===== config.mk =====
export PLATFORM = sky130hd
export DESIGN_NAME = grid_topology_coordinate_fold_flat
export DESIGN_NICKNAME = d
export VERILOG_FILES = /design/src/rtl/core/gtcf_pkg.sv /design/src/rtl/core/gtcf_if.sv /design/src/rtl/core/gtcf_cell.sv /design/src/rtl/core/gtcf_fold.sv /design/src/rtl/core/grid_topology_coordinate_fold.sv /design/src/flat_wrapper.sv
export VERILOG_INCLUDE_DIRS = /design/src /design/src/rtl/core
export SDC_FILE = /design/constraint.sdc
export NUM_CORES = 2
export LEC_CHECK = 0
export ABC_AREA = 0
export BUFFER_PORTS_ARGS = -buffer_cell sky130_fd_sc_hd__buf_2
export CAP_MARGIN = 10
export CORE_MARGIN = 2
export CORE_UTILIZATION = 45
export DETAILED_ROUTE_END_ITERATION = 12
export SETUP_SLACK_MARGIN = 0.15
export SYNTH_ARGS = -nofsm -noshare
export SYNTH_HDL_FRONTEND = slang
export SYNTH_HIERARCHICAL = 1
export SYNTH_SLANG_ARGS = --single-unit

===== constraint.sdc =====
create_clock -name clk -period 10.1 [get_ports clk]
set_clock_uncertainty 0.2 [all_clocks]
set_input_delay 1.01 -clock clk [delete_from_list [all_inputs] [get_ports clk]]
set_output_delay 1.01 -clock clk [all_outputs]
set_load 0.005 [all_outputs]

===== src/rtl/core/assert_macros.svh =====
// assertion macros used by the top-level rtl file
`ifndef ASSERT_MACROS_SVH
`define ASSERT_MACROS_SVH

// implication checked on every rising clock edge outside reset
`define GTCF_ASSERT_IMP(lbl, clk, rst, ante, cons) \
  lbl: assert property (@(posedge clk) disable iff (rst) (ante) |-> (cons)) \
    else $error("assertion failed");

// next-cycle implication checked on every rising clock edge outside reset
`define GTCF_ASSERT_NXT(lbl, clk, rst, ante, cons) \
  lbl: assert property (@(posedge clk) disable iff (rst) (ante) |=> (cons)) \
    else $error("assertion failed");

`endif


===== src/rtl/core/gtcf_pkg.sv =====
// package: types, constants and helpers of the coordinate fold
`default_nettype none
package gtcf_pkg;
  localparam int COORD_W = 16;
  localparam int REM_W   = 17;
  localparam int SIDE_W  = 13;
  localparam int NSTEP   = REM_W;

  typedef enum logic [3:0] {
    TOPO_TORUS     = 4'd0,
    TOPO_CYL_X     = 4'd1,
    TOPO_CYL_Y     = 4'd2,
    TOPO_PLANE     = 4'd3,
    TOPO_SPHERE_L  = 4'd4,
    TOPO_SPHERE_R  = 4'd5,
    TOPO_CONE_LT   = 4'd6,
    TOPO_CONE_RT   = 4'd7,
    TOPO_CONE_LB   = 4'd8,
    TOPO_CONE_RB   = 4'd9
  } topo_t;

  typedef enum logic [1:0] {
    REG_MODE   = 2'd0,
    REG_WIDTH  = 2'd1,
    REG_HEIGHT = 2'd2
  } reg_idx_t;

  localparam logic [2:0] TURN_QUARTER  = 3'd2;
  localparam logic [2:0] TURN_HALF     = 3'd4;
  localparam logic [2:0] TURN_3QUARTER = 3'd6;

  // one item moving down the row of divide cells
  typedef struct packed {
    logic                       valid;
    logic signed [COORD_W-1:0]  x;
    logic signed [COORD_W-1:0]  y;
    logic [2:0]                 dir;
    logic [REM_W-1:0]           rx;
    logic [REM_W-1:0]           ry;
  } stage_t;

  typedef struct packed {
    logic signed [COORD_W-1:0] x;
    logic signed [COORD_W-1:0] y;
    logic [2:0]                dir;
    logic                      on_grid;
  } result_t;

  // nonzero direction turns, zero passes through
  function automatic logic [2:0] turn(input logic [2:0] d, input logic [2:0] k);
    turn = (d != 3'd0) ? (d + k) : 3'd0;
  endfunction
endpackage
`default_nettype wire


===== src/rtl/core/gtcf_if.sv =====
// valid/ready channel interfaces for coordinates, results and config
`default_nettype none
interface gtcf_coord_if;
  logic              valid;
  logic              ready;
  logic signed [15:0] coord_x;
  logic signed [15:0] coord_y;
  logic [2:0]        direction;
  modport source (output valid, coord_x, coord_y, direction, input ready);
  modport sink   (input valid, coord_x, coord_y, direction, output ready);
endinterface

interface gtcf_result_if;
  logic              valid;
  logic              ready;
  logic signed [15:0] safe_x;
  logic signed [15:0] safe_y;
  logic [2:0]        safe_direction;
  logic              on_grid;
  modport source (output valid, safe_x, safe_y, safe_direction, on_grid, input ready);
  modport sink   (input valid, safe_x, safe_y, safe_direction, on_grid, output ready);
endinterface

interface gtcf_cfg_if;
  logic        valid;
  logic        ready;
  logic [1:0]  index;
  logic [12:0] data;
  modport source (output valid, index, data, input ready);
  modport sink   (input valid, index, data, output ready);
endinterface
`default_nettype wire


===== src/rtl/core/gtcf_cell.sv =====
// one restoring remainder step for both axes
`default_nettype none
module gtcf_cell import gtcf_pkg::*; #(
  parameter int SHIFT = 0
) (
  input  wire logic             clk,
  input  wire logic             rst,
  input  wire logic             advance,
  input  wire logic [REM_W-1:0] mx,
  input  wire logic [REM_W-1:0] my,
  input  wire stage_t           din,
  output stage_t                dout
);
  localparam int WIDE = 2 * REM_W;

  logic [WIDE-1:0] dx, dy;
  stage_t          nxt;

  // subtract the shifted modulus where it fits
  always_comb begin
    dx  = {{REM_W{1'b0}}, mx} << SHIFT;
    dy  = {{REM_W{1'b0}}, my} << SHIFT;
    nxt = din;
    if ({{REM_W{1'b0}}, din.rx} >= dx) nxt.rx = din.rx - dx[REM_W-1:0];
    if ({{REM_W{1'b0}}, din.ry} >= dy) nxt.ry = din.ry - dy[REM_W-1:0];
  end

  always_ff @(posedge clk) begin
    if (rst) begin
      dout.valid <= 1'b0;
    end else if (advance) begin
      dout <= nxt;
    end
  end
endmodule
`default_nettype wire


===== src/rtl/core/gtcf_fold.sv =====
// floored-modulo fixup and quadrant fold for the selected topology
`default_nettype none
module gtcf_fold import gtcf_pkg::*; (
  input  wire logic [3:0]       mode,
  input  wire logic [REM_W-1:0] sw,
  input  wire logic [REM_W-1:0] sh,
  input  wire logic [REM_W-1:0] mx,
  input  wire logic [REM_W-1:0] my,
  input  wire stage_t           st,
  output result_t               res
);
  logic signed [18:0] x, y, s, h, fx, fy, ox, oy, s2;
  logic [2:0]         d;
  logic               ok;

  // sphere uses wrapped values, cone uses raw values
  function automatic logic signed [18:0] fx_sel(input logic [3:0] m,
      input logic signed [18:0] w, input logic signed [18:0] r);
    fx_sel = (m == TOPO_SPHERE_L) ? w : r;
  endfunction

  function automatic logic signed [18:0] fy_sel(input logic [3:0] m,
      input logic signed [18:0] w, input logic signed [18:0] r);
    fy_sel = (m == TOPO_SPHERE_L) ? w : r;
  endfunction

  always_comb begin
    x  = 19'(st.x);
    y  = 19'(st.y);
    s  = {2'b00, sw};
    h  = {2'b00, sh};
    s2 = s + s;
    // negative input with nonzero remainder folds to modulus minus remainder
    fx = (st.x < 0 && st.rx != '0) ? {2'b00, mx - st.rx} : {2'b00, st.rx};
    fy = (st.y < 0 && st.ry != '0) ? {2'b00, my - st.ry} : {2'b00, st.ry};
    ox = x;
    oy = y;
    d  = st.dir;
    ok = 1'b0;
    case (mode)
      TOPO_TORUS: begin
        ox = fx; oy = fy; ok = 1'b1;
      end
      TOPO_CYL_X: begin
        ox = fx; ok = (y >= 0) && (y < h);
      end
      TOPO_CYL_Y: begin
        oy = fy; ok = (x >= 0) && (x < s);
      end
      TOPO_PLANE: begin
        ok = (x >= 0) && (x < s) && (y >= 0) && (y < h);
      end
      TOPO_SPHERE_L, TOPO_CONE_RB: begin
        if (mode == TOPO_SPHERE_L) begin
          ox = fx; oy = fy; ok = 1'b1;
        end else begin
          ok = (x >= 0) && (x < s2) && (y >= 0) && (y < s2);
        end
        if (mode == TOPO_SPHERE_L || ok) begin
          if (ox < s) begin
            if (oy >= s) begin
              ox = s2 - oy - 1; oy = fx_sel(mode, fx, x); d = turn(st.dir, TURN_3QUARTER);
            end
          end else if (oy < s) begin
            oy = s2 - ox - 1; ox = fy_sel(mode, fy, y); d = turn(st.dir, TURN_QUARTER);
          end else begin
            ox = s2 - ox - 1; oy = s2 - oy - 1; d = turn(st.dir, TURN_HALF);
          end
        end
      end
      TOPO_SPHERE_R: begin
        ok = 1'b1;
        if (fx < s) begin
          if (fy >= s) begin
            ox = fy - s; oy = s - fx - 1; d = turn(st.dir, TURN_QUARTER);
          end else begin
            ox = fx; oy = fy;
          end
        end else if (fy < s) begin
          ox = s - fy - 1; oy = fx - s; d = turn(st.dir, TURN_3QUARTER);
        end else begin
          ox = s2 - fx - 1; oy = s2 - fy - 1; d = turn(st.dir, TURN_HALF);
        end
      end
      TOPO_CONE_LT: begin
        if (x >= -s && x < s && y >= -s && y < s) begin
          ok = 1'b1;
          if (x < 0) begin
            if (y < 0) begin
              ox = -x - 1; oy = -y - 1; d = turn(st.dir, TURN_HALF);
            end else begin
              ox = y; oy = -x - 1; d = turn(st.dir, TURN_QUARTER);
            end
          end else if (y < 0) begin
            ox = -y - 1; oy = x; d = turn(st.dir, TURN_3QUARTER);
          end
        end
      end
      TOPO_CONE_RT: begin
        if (x >= 0 && x < s2 && y >= -s && y < s) begin
          ok = 1'b1;
          if (x >= s) begin
            if (y < 0) begin
              ox = s2 - x - 1; oy = -y - 1; d = turn(st.dir, TURN_HALF);
            end else begin
              ox = s - y - 1; oy = x - s; d = turn(st.dir, TURN_3QUARTER);
            end
          end else if (y < 0) begin
            ox = y + s; oy = s - x - 1; d = turn(st.dir, TURN_QUARTER);
          end
        end
      end
      TOPO_CONE_LB: begin
        if (x >= -s && x < s && y >= 0 && y < s2) begin
          ok = 1'b1;
          if (x < 0) begin
            if (y >= s) begin
              ox = -x - 1; oy = s2 - y - 1; d = turn(st.dir, TURN_HALF);
            end else begin
              ox = s - y - 1; oy = x + s; d = turn(st.dir, TURN_3QUARTER);
            end
          end else if (y >= s) begin
            ox = y - s; oy = s - x - 1; d = turn(st.dir, TURN_QUARTER);
          end
        end
      end
      default: begin
        ok = 1'b0;
      end
    endcase
    res.x       = ox[15:0];
    res.y       = oy[15:0];
    res.dir     = d;
    res.on_grid = ok;
  end
endmodule
`default_nettype wire


===== src/rtl/core/grid_topology_coordinate_fold.sv =====
// a coordinate transaction passes the 17-cell remainder row, then the result register
// throughput: one transaction per cycle while the result channel is not stalled;
// a stalled result register holds the whole row in place
// reset (rst, synchronous): clears all stage valids, mode torus, sides 64
`default_nettype none
module grid_topology_coordinate_fold import gtcf_pkg::*; #(
  parameter int MAX_SIDE = 4096
) (
  input wire logic        clk,
  input wire logic        rst,
  gtcf_coord_if.sink      coord,
  gtcf_result_if.source   result,
  gtcf_cfg_if.sink        cfg
);
  `include "assert_macros.svh"

  localparam logic [REM_W-1:0] MAX_S = REM_W'(MAX_SIDE);

  logic [3:0]        mode;
  logic [SIDE_W-1:0] width_reg, height_reg;
  logic [REM_W-1:0]  sw, sh, mx, my;
  logic              advance;
  stage_t            st [0:NSTEP];
  result_t           res;
  logic [REM_W-1:0]  ax, ay;

  // config registers
  assign cfg.ready = 1'b1;
  always_ff @(posedge clk) begin
    if (rst) begin
      mode       <= TOPO_TORUS;
      width_reg  <= SIDE_W'(64);
      height_reg <= SIDE_W'(64);
    end else if (cfg.valid) begin
      case (reg_idx_t'(cfg.index))
        REG_MODE:   mode       <= cfg.data[3:0];
        REG_WIDTH:  width_reg  <= cfg.data;
        REG_HEIGHT: height_reg <= cfg.data;
        default:    mode       <= mode;
      endcase
    end
  end

  // clamped sides and moduli per axis
  always_comb begin
    sw = {{(REM_W-SIDE_W){1'b0}}, width_reg};
    sh = {{(REM_W-SIDE_W){1'b0}}, height_reg};
    if (sw == '0) sw = REM_W'(1);
    if (sw > MAX_S) sw = MAX_S;
    if (sh == '0) sh = REM_W'(1);
    if (sh > MAX_S) sh = MAX_S;
    if (mode == TOPO_SPHERE_L || mode == TOPO_SPHERE_R) begin
      mx = sw << 1;
      my = sw << 1;
    end else begin
      mx = sw;
      my = sh;
    end
  end

  // head of the row: magnitudes of the coordinates
  assign advance     = !result.valid || result.ready;
  assign coord.ready = advance;
  assign ax = coord.coord_x[15] ? (REM_W'(0) - REM_W'(coord.coord_x))
                                : REM_W'(coord.coord_x);
  assign ay = coord.coord_y[15] ? (REM_W'(0) - REM_W'(coord.coord_y))
                                : REM_W'(coord.coord_y);
  always_comb begin
    st[0].valid = coord.valid;
    st[0].x     = coord.coord_x;
    st[0].y     = coord.coord_y;
    st[0].dir   = coord.direction;
    st[0].rx    = ax;
    st[0].ry    = ay;
  end

  // row of remainder cells, widest shift first
  for (genvar i = 0; i < NSTEP; i++) begin : g_cell
    gtcf_cell #(.SHIFT(NSTEP - 1 - i)) u_cell (
      .clk     (clk),
      .rst     (rst),
      .advance (advance),
      .mx      (mx),
      .my      (my),
      .din     (st[i]),
      .dout    (st[i+1])
    );
  end

  gtcf_fold u_fold (
    .mode (mode),
    .sw   (sw),
    .sh   (sh),
    .mx   (mx),
    .my   (my),
    .st   (st[NSTEP]),
    .res  (res)
  );

  // result register
  always_ff @(posedge clk) begin
    if (rst) begin
      result.valid <= 1'b0;
    end else if (advance) begin
      result.valid <= st[NSTEP].valid;
    end
  end
  always_ff @(posedge clk) begin
    if (advance) begin
      result.safe_x         <= res.x;
      result.safe_y         <= res.y;
      result.safe_direction <= res.dir;
      result.on_grid        <= res.on_grid;
    end
  end

  `GTCF_ASSERT_NXT(a_enter_row, clk, rst, coord.valid && coord.ready, st[1].valid)
  `GTCF_ASSERT_NXT(a_row_holds, clk, rst, !advance, $stable(st[NSTEP].valid))
  `GTCF_ASSERT_NXT(a_row_to_out, clk, rst, advance && st[NSTEP].valid, result.valid)
endmodule
`default_nettype wire

===== src/flat_wrapper.sv =====
// flat-port wrapper written by rule: the top's interface ports become plain ports
module grid_topology_coordinate_fold_flat import gtcf_pkg::*;
#(
  parameter int MAX_SIDE = 4096
)
  (clk, rst, coord_valid, coord_coord_x, coord_coord_y, coord_direction, coord_ready, result_valid, result_safe_x, result_safe_y, result_safe_direction, result_on_grid, result_ready, cfg_valid, cfg_index, cfg_data, cfg_ready);
  gtcf_coord_if coord_i ();
  gtcf_result_if result_i ();
  gtcf_cfg_if cfg_i ();
  input wire logic clk;
  input wire logic rst;
  input wire logic [$bits(coord_i.valid)-1:0] coord_valid;
  input wire logic [$bits(coord_i.coord_x)-1:0] coord_coord_x;
  input wire logic [$bits(coord_i.coord_y)-1:0] coord_coord_y;
  input wire logic [$bits(coord_i.direction)-1:0] coord_direction;
  output wire logic [$bits(coord_i.ready)-1:0] coord_ready;
  output wire logic [$bits(result_i.valid)-1:0] result_valid;
  output wire logic [$bits(result_i.safe_x)-1:0] result_safe_x;
  output wire logic [$bits(result_i.safe_y)-1:0] result_safe_y;
  output wire logic [$bits(result_i.safe_direction)-1:0] result_safe_direction;
  output wire logic [$bits(result_i.on_grid)-1:0] result_on_grid;
  input wire logic [$bits(result_i.ready)-1:0] result_ready;
  input wire logic [$bits(cfg_i.valid)-1:0] cfg_valid;
  input wire logic [$bits(cfg_i.index)-1:0] cfg_index;
  input wire logic [$bits(cfg_i.data)-1:0] cfg_data;
  output wire logic [$bits(cfg_i.ready)-1:0] cfg_ready;
  assign coord_i.valid = coord_valid;
  assign coord_i.coord_x = coord_coord_x;
  assign coord_i.coord_y = coord_coord_y;
  assign coord_i.direction = coord_direction;
  assign coord_ready = coord_i.ready;
  assign result_valid = result_i.valid;
  assign result_safe_x = result_i.safe_x;
  assign result_safe_y = result_i.safe_y;
  assign result_safe_direction = result_i.safe_direction;
  assign result_on_grid = result_i.on_grid;
  assign result_i.ready = result_ready;
  assign cfg_i.valid = cfg_valid;
  assign cfg_i.index = cfg_index;
  assign cfg_i.data = cfg_data;
  assign cfg_ready = cfg_i.ready;
  grid_topology_coordinate_fold #(.MAX_SIDE(MAX_SIDE)) u_core (.clk(clk), .rst(rst), .coord(coord_i), .result(result_i), .cfg(cfg_i));
endmodule

== Word-level counts from Yosys, hierarchy flattened ==
Index checks and enable logic that the tools add are counted.

* Register bits after elaboration: 1257
* Bits in latches: 0
* Memory bits (writable): 0
* Memory bits (read-only): 0
* Word-level logic and storage cells: 402
* Memories: 0

* Add/sub/neg operators: 73
* Multiply operators: 0
* Div/mod/pow operators: 0
* Magnitude comparators: 55
* Equal/unequal tests: 11
* Shift-type cells: 0
* Mux-type cells: 117
* Bitwise gates (word level): 1
* Reductions and logical operators: 35

{| class="wikitable"
|+ Operator list
! kind !! count
|-
| $mux 17 || 38
|-
| $sub 17x17->17 || 36
|-
| $mux 16 || 38
|-
| $pmux 16 s6 || 2
|-
| $sub 16x2->16 const B || 12
|-
| $mux 19 || 4
|-
| $ge 17x33->1 || 2
|-
| $mux 3 || 22
|-
| $ge 17x32->1 || 2
|-
| $sub 14x16->16 || 4
|-
| $sub 15x16->16 || 4
|-
| $ge 17x31->1 || 2
|-
| $ge 17x30->1 || 2
|-
| $ge 17x29->1 || 2
|-
| $ge 17x28->1 || 2
|-
| $ge 17x27->1 || 2
|-
| $ge 17x26->1 || 2
|-
| $mux 13 || 4
|-
| $ge 17x25->1 || 2
|-
| $ge 17x24->1 || 2
|-
| $lt 16x14->1 || 3
|-
| $ge 17x23->1 || 2
|-
| $ge 17x22->1 || 2
|-
| $ge 17x21->1 || 2
|-
| 45 further kinds || 99
|}

== Logic depth before layout (Yosys ltp) ==
* Word-level depth: 15
* Depth in mapped cells: 33

== Hierarchy ==
The synthesis kept the hierarchy.

{| class="wikitable"
|+ By module, submodules not included
! module !! instances !! cells an instance !! area an instance (um2) !! seq. area each (um2)
|-
| gtcf_fold || 1 || 3429 || 22740.6 || 0.0
|-
| gtcf_cell at u_core.g_cell[16].u_cell || 1 || 394 || 4346.7 || 2092.0
|-
| gtcf_cell at u_core.g_cell[15].u_cell || 1 || 377 || 4341.7 || 2092.0
|-
| gtcf_cell at u_core.g_cell[14].u_cell || 1 || 339 || 4036.4 || 2092.0
|-
| gtcf_cell at u_core.g_cell[13].u_cell || 1 || 331 || 3965.1 || 2092.0
|-
| gtcf_cell at u_core.g_cell[12].u_cell || 1 || 310 || 3878.7 || 2092.0
|-
| gtcf_cell at u_core.g_cell[11].u_cell || 1 || 287 || 3727.3 || 2092.0
|-
| gtcf_cell at u_core.g_cell[10].u_cell || 1 || 270 || 3544.6 || 2092.0
|-
| grid_topology_coordinate_fold || 1 || 369 || 3355.7 || 1701.6
|-
| gtcf_cell at u_core.g_cell[9].u_cell || 1 || 242 || 3347.0 || 2092.0
|-
| gtcf_cell at u_core.g_cell[8].u_cell || 1 || 241 || 3342.0 || 2092.0
|-
| gtcf_cell at u_core.g_cell[7].u_cell || 1 || 228 || 3265.6 || 2092.0
|-
| gtcf_cell at u_core.g_cell[6].u_cell || 1 || 204 || 3134.3 || 2092.0
|-
| gtcf_cell at u_core.g_cell[5].u_cell || 1 || 174 || 2890.3 || 2092.0
|-
| 5 more rows || - || - || - || -
|}

== Least setup slack after synthesis ==
OpenSTA, ideal clock, no wires.

* Path kind: register to register
* From: register u_core.width_reg[1]
* To: register u_core.result.safe_direction[1] (data pin)
* Library setup time: 0.269 ns
* Data arrival time: 8.708 ns
* Slack: 0.923 ns
* Stages on the path, launching flop included: 26
* Period minus slack after synthesis: 9.177 ns
* Path through: dfxtp_1 nor4_1 nand4_1 o21a_1 clkbuf_1 o21ai_0 fa_1 a211oi_1 o21ai_1 a2111oi_2 o31ai_1 xor2_1 a22oi_1 o21ai_0 ha_1 a41o_1 a311oi_1 o2111ai_1 o21a_1 buf_2 a21oi_2 nor3_1 mux2_1 a211o_1 nor4_1 o22ai_1

{| class="wikitable"
|+ RTL lines
! what !! line !! source
|-
| start, declared || grid_topology_coordinate_fold.sv:20 || <nowiki>logic [SIDE_W-1:0] width_reg, height_reg;</nowiki>
|-
| start signal, assigned || grid_topology_coordinate_fold.sv:37 || <nowiki>REG_WIDTH: width_reg <= cfg.data;</nowiki>
|-
| end signal, assigned || grid_topology_coordinate_fold.sv:112 || <nowiki>result.safe_direction <= res.dir;</nowiki>
|-
| end, declared || gtcf_if.sv:20 || <nowiki>modport source (output valid, safe_x, safe_y, safe_direction, on_grid, input ready);</nowiki>
|}

==> flow_summary_export.csv <==
group,metric,value,unit
synthesis,synth_top_area_share,43.9,%
synthesis,syn_avg_cell_area,10.5,um^2
setup_path,path_max_fanout,32,
layout,syn_to_final_growth,11.4,%
global_route,grt_pass1_wl,420000,um
global_route,antenna_found_initial,22,
sta,slew_viol_final,0,
power_and_ir_drop,power,16.0,mW
global_route,grt_pass1_vias,62600,
drt,via_count,64800,
clock_network,numCtsBuffers,138,
synthesis,synthMostInstantiatedCell,"edfxtp_1",
power_and_ir_drop,power_density,174,nW/um^2
floorplanning,num_rows,157,
power_and_ir_drop,vdd_drop_max,185,uV
status,outcome,"finished clean",
global_route,grt_remaining_overflow,0,
synthesis,syn_inst,7854,
synthesis,synthFlopType,"edfxtp_1",
sta,hold_viol_final,0,
setup_path,worst_setup_path_end_kind,"register",
layout,drive_gt1_share,10.7,%
clock_network,cts_resized,0,
power_and_ir_drop,p_int,10.8,mW
floorplanning,die-width,433,um
place,io_buffers,92,
sta,fmax,0.111,GHz
sta,setup_violations,0,
synthesis,synthTopCellsByCount,"edfxtp_1 (1209), ha_1 (691), inv_1 (633), a21oi_1 (602), nor2_1 (538)",
clock_network,cts_setup_buffers,0,
drt,drc_errors,0,
layout,nFillCells,16400,
clock_network,htreeDepth,4,
layout,seqCellArea,37300,um^2
sta,grt_setup_unrepaired,"false",
synthesis,synth_top_area_cell,"edfxtp_1",
global_route,grt.total_usage,30.5,%
layout,fin_nets,8981,
setup_path,worst_ep_required_time,10.45,ns
floorplanning,dieArea,187000,um^2
layout,final_area,92100,um^2
sta,post-route-period-util,88.8,%
synthesis,synth_edf_count,1209,
place,place_area,87500,um^2
clock_network,cts_tree,"built",
layout,top_regs,"u_core/g_cell.u_cell/dout (1190), u_core/result.safe_x (16), u_core/result.safe_y (16)",
sta,totalNegativeSetupSlack,0,ns
power_and_ir_drop,switching_share,33.0,%
power_and_ir_drop,p_switching,5.29,mW
worst_hold_path,holdCritPathClass,"register to register",
place,pre_cts_ws,1.42,ns
setup_path,start_kind,"register",
power_and_ir_drop,leakagePower,35.6,nW
power_and_ir_drop,p_seq_share,40.2,%
clock_network,clock_latency,0.80,ns
place,dp_hpwl,220000,um
run,max_cap_viol_count,0,
floorplanning,initial_core_util,45.2,%
floorplanning,core,183000,um^2
clock_network,cts_hold_buf,0,
power_and_ir_drop,p_comb_share,28.2,%
clock_network,clock_path_buffers,3,
power_and_ir_drop,clkPwrFrac,31.5,%
sta,finalCriticalPeriod,8.97,ns
clock_network,cts_root_buf,"clkbuf_16",
synthesis,ys_warn_count,6,
drt,first_pass_iters,6,
synthesis,synthesis.area,82700,um^2
synthesis,ys_seq_area_share,45.1,%
place,place.gp.congestion,1.03,
sta,worstMarginPinSlew,1.39,ns
floorplanning,pin_count,94,
global_route,grt_max_degree,91,
clock_network,clk_pin_slew_worst_paths,0.07,ns
clock_network,cts_sinks,1257,
setup_path,path_class,"register to register",
drt,wl,291000,um
layout,multiInputGateArea,42700,um^2
drt,drtAntennaViolNets,0,
drt,vias_per_cell,6.02,
setup_path,worstPathArrival,9.32,ns
synthesis,synthTopCellsByArea,"edfxtp_1 (44%), ha_1 (10%), a21oi_1 (3.6%)",
sta,slew_headroom,6.74,%
synthesis,async_reset_ff_share,0,%
synthesis,synthDistinctLibCells,144,
drt,wl_per_cell,27.0,um
layout,largest_reg_flops,1190,
layout,top_register,"u_core/g_cell.u_cell/dout",
floorplanning,fp.dieH,433,um
sta,setup_ws,1.13,ns
synthesis,yosys_register_bits,1257,
drt,first_iter_violations,5867,
[area by class of cell]
| type | instances | share of cell area, % |
|---|---|---|
| Antenna cell | 1 | 0.00272 |
| Clock buffer | 171 | 3.99 |
| Clock inverter | 82 | 1.02 |
| Inverter | 642 | 2.62 |
| Multi-Input combinational cell | 5859 | 46.4 |
| Sequential cell | 1257 | 40.5 |
| Tap cell | 2464 | 3.35 |
| Timing Repair Buffer | 293 | 2.15 |
[power groups by stage]
stage | clock (mW) | sequential (mW) | combinational (mW)
global route | 5.39 | 6.49 | 4.88
finish | 5.06 | 6.46 | 4.53
CTS | 5.20 | 6.45 | 4.43
global placement | 0 | 6.55 | 4.37
detailed placement | 0 | 6.56 | 4.40
floorplan | 0 | 6.43 | 3.04
[metrics by stage]
step | util [%] | hold WS (ns) | std cells
finish | 50.4 | 0.194 | 10800
global route | 50.4 | 0.163 | 10800
CTS | 50.4 | 0.132 | 10800
detailed placement | 47.8 | 0.205 | 10500
global placement | 47.8 | 0.200 | 10500
floorplan | - | 0.200 | 8006
[layout by cell type (no fill, tap or decap), drive strengths merged, types with 30 or more instances in the layout]
master / count
nand3b: 36
inv: 648
conb: 154
xor2: 120
nor3: 176
a21oi: 613
o31ai: 62
a211oi: 109
o21bai: 45
and3: 53
fa: 44
clkinv: 58
nand4: 85
mux2: 196
nor4: 124
nand2b: 77
o31a: 30
nand2: 515
o21ai: 441
o211ai: 115
nor2: 541
buf: 293
nand3: 131
o21a: 92
dfxtp: 48
mux2i: 131
a31oi: 69
or2: 35
clkbuf: 171
a21o: 145
ha: 691
xnor2: 281
edfxtp: 1209
and2: 33
a211o: 30
or3: 40
nor2b: 135
[worst max-delay path, stage by stage, from the launching register on]
cell	delay [ns]
dfxtp_1	0.36
nor4_1	0.48
a41o_2	0.83
nand2_1	0.36
nand2_2	0.18
buf_4	0.51
ha_1	0.33
nor2b_1	0.15
o2111ai_1	0.28
nand3_1	0.25
a211oi_1	0.30
o21ai_0	0.13
a31oi_1	0.35
inv_1	0.09
ha_1	0.46
nand4_1	0.40
nor4_1	0.66
o211ai_1	0.28
o211ai_4	0.38
buf_4	0.44
nor2_1	0.11
a211oi_1	0.23
nor3_1	0.13
or4_1	0.57
a211o_1	0.24
[final timing paths]
| kind | startpoint | to | slack [ns] | cells past startpoint |
|---|---|---|---|---|
| worst min-delay path | u_core/g_cell[14].u_cell/dout[50] | u_core/g_cell[15].u_cell/dout[50] | 0.19 | 0 |
| worst max-delay path | u_core/width_reg[1] | u_core/result.safe_y[6] | 1.13 | 24 |
| worst min register to register | u_core/g_cell[14].u_cell/dout[50] | u_core/g_cell[15].u_cell/dout[50] | 0.19 | 0 |
| worst max register to register | u_core/width_reg[1] | u_core/result.safe_y[6] | 1.13 | 24 |
[per-layer routing]
layer	up-vias	GRT usage, %	wire [um]
li1	30000	-	-
met1	31500	38.0	118000
met2	2616	49.7	134000
met3	709	4.74	18200
met4	18	19.1	21000
met5	-	0	116
[cells by family (layout without fill, tap and decap cells)]
group | count (synthesis) | count (layout) | share of synthesized area (%)
mux | 331 | 331 | 4.59
other cells | 2 | 155 | 0.00908
compound gates | 2141 | 2141 | 17.3
fa+ha+maj | 735 | 735 | 11.5
xor+xnor | 401 | 401 | 4.25
simple gates | 2097 | 2097 | 12.9
buf+inv | 890 | 1188 | 4.33
flops | 1257 | 1257 | 45.1
No activity file was read; power rests on OpenSTA's default activity.
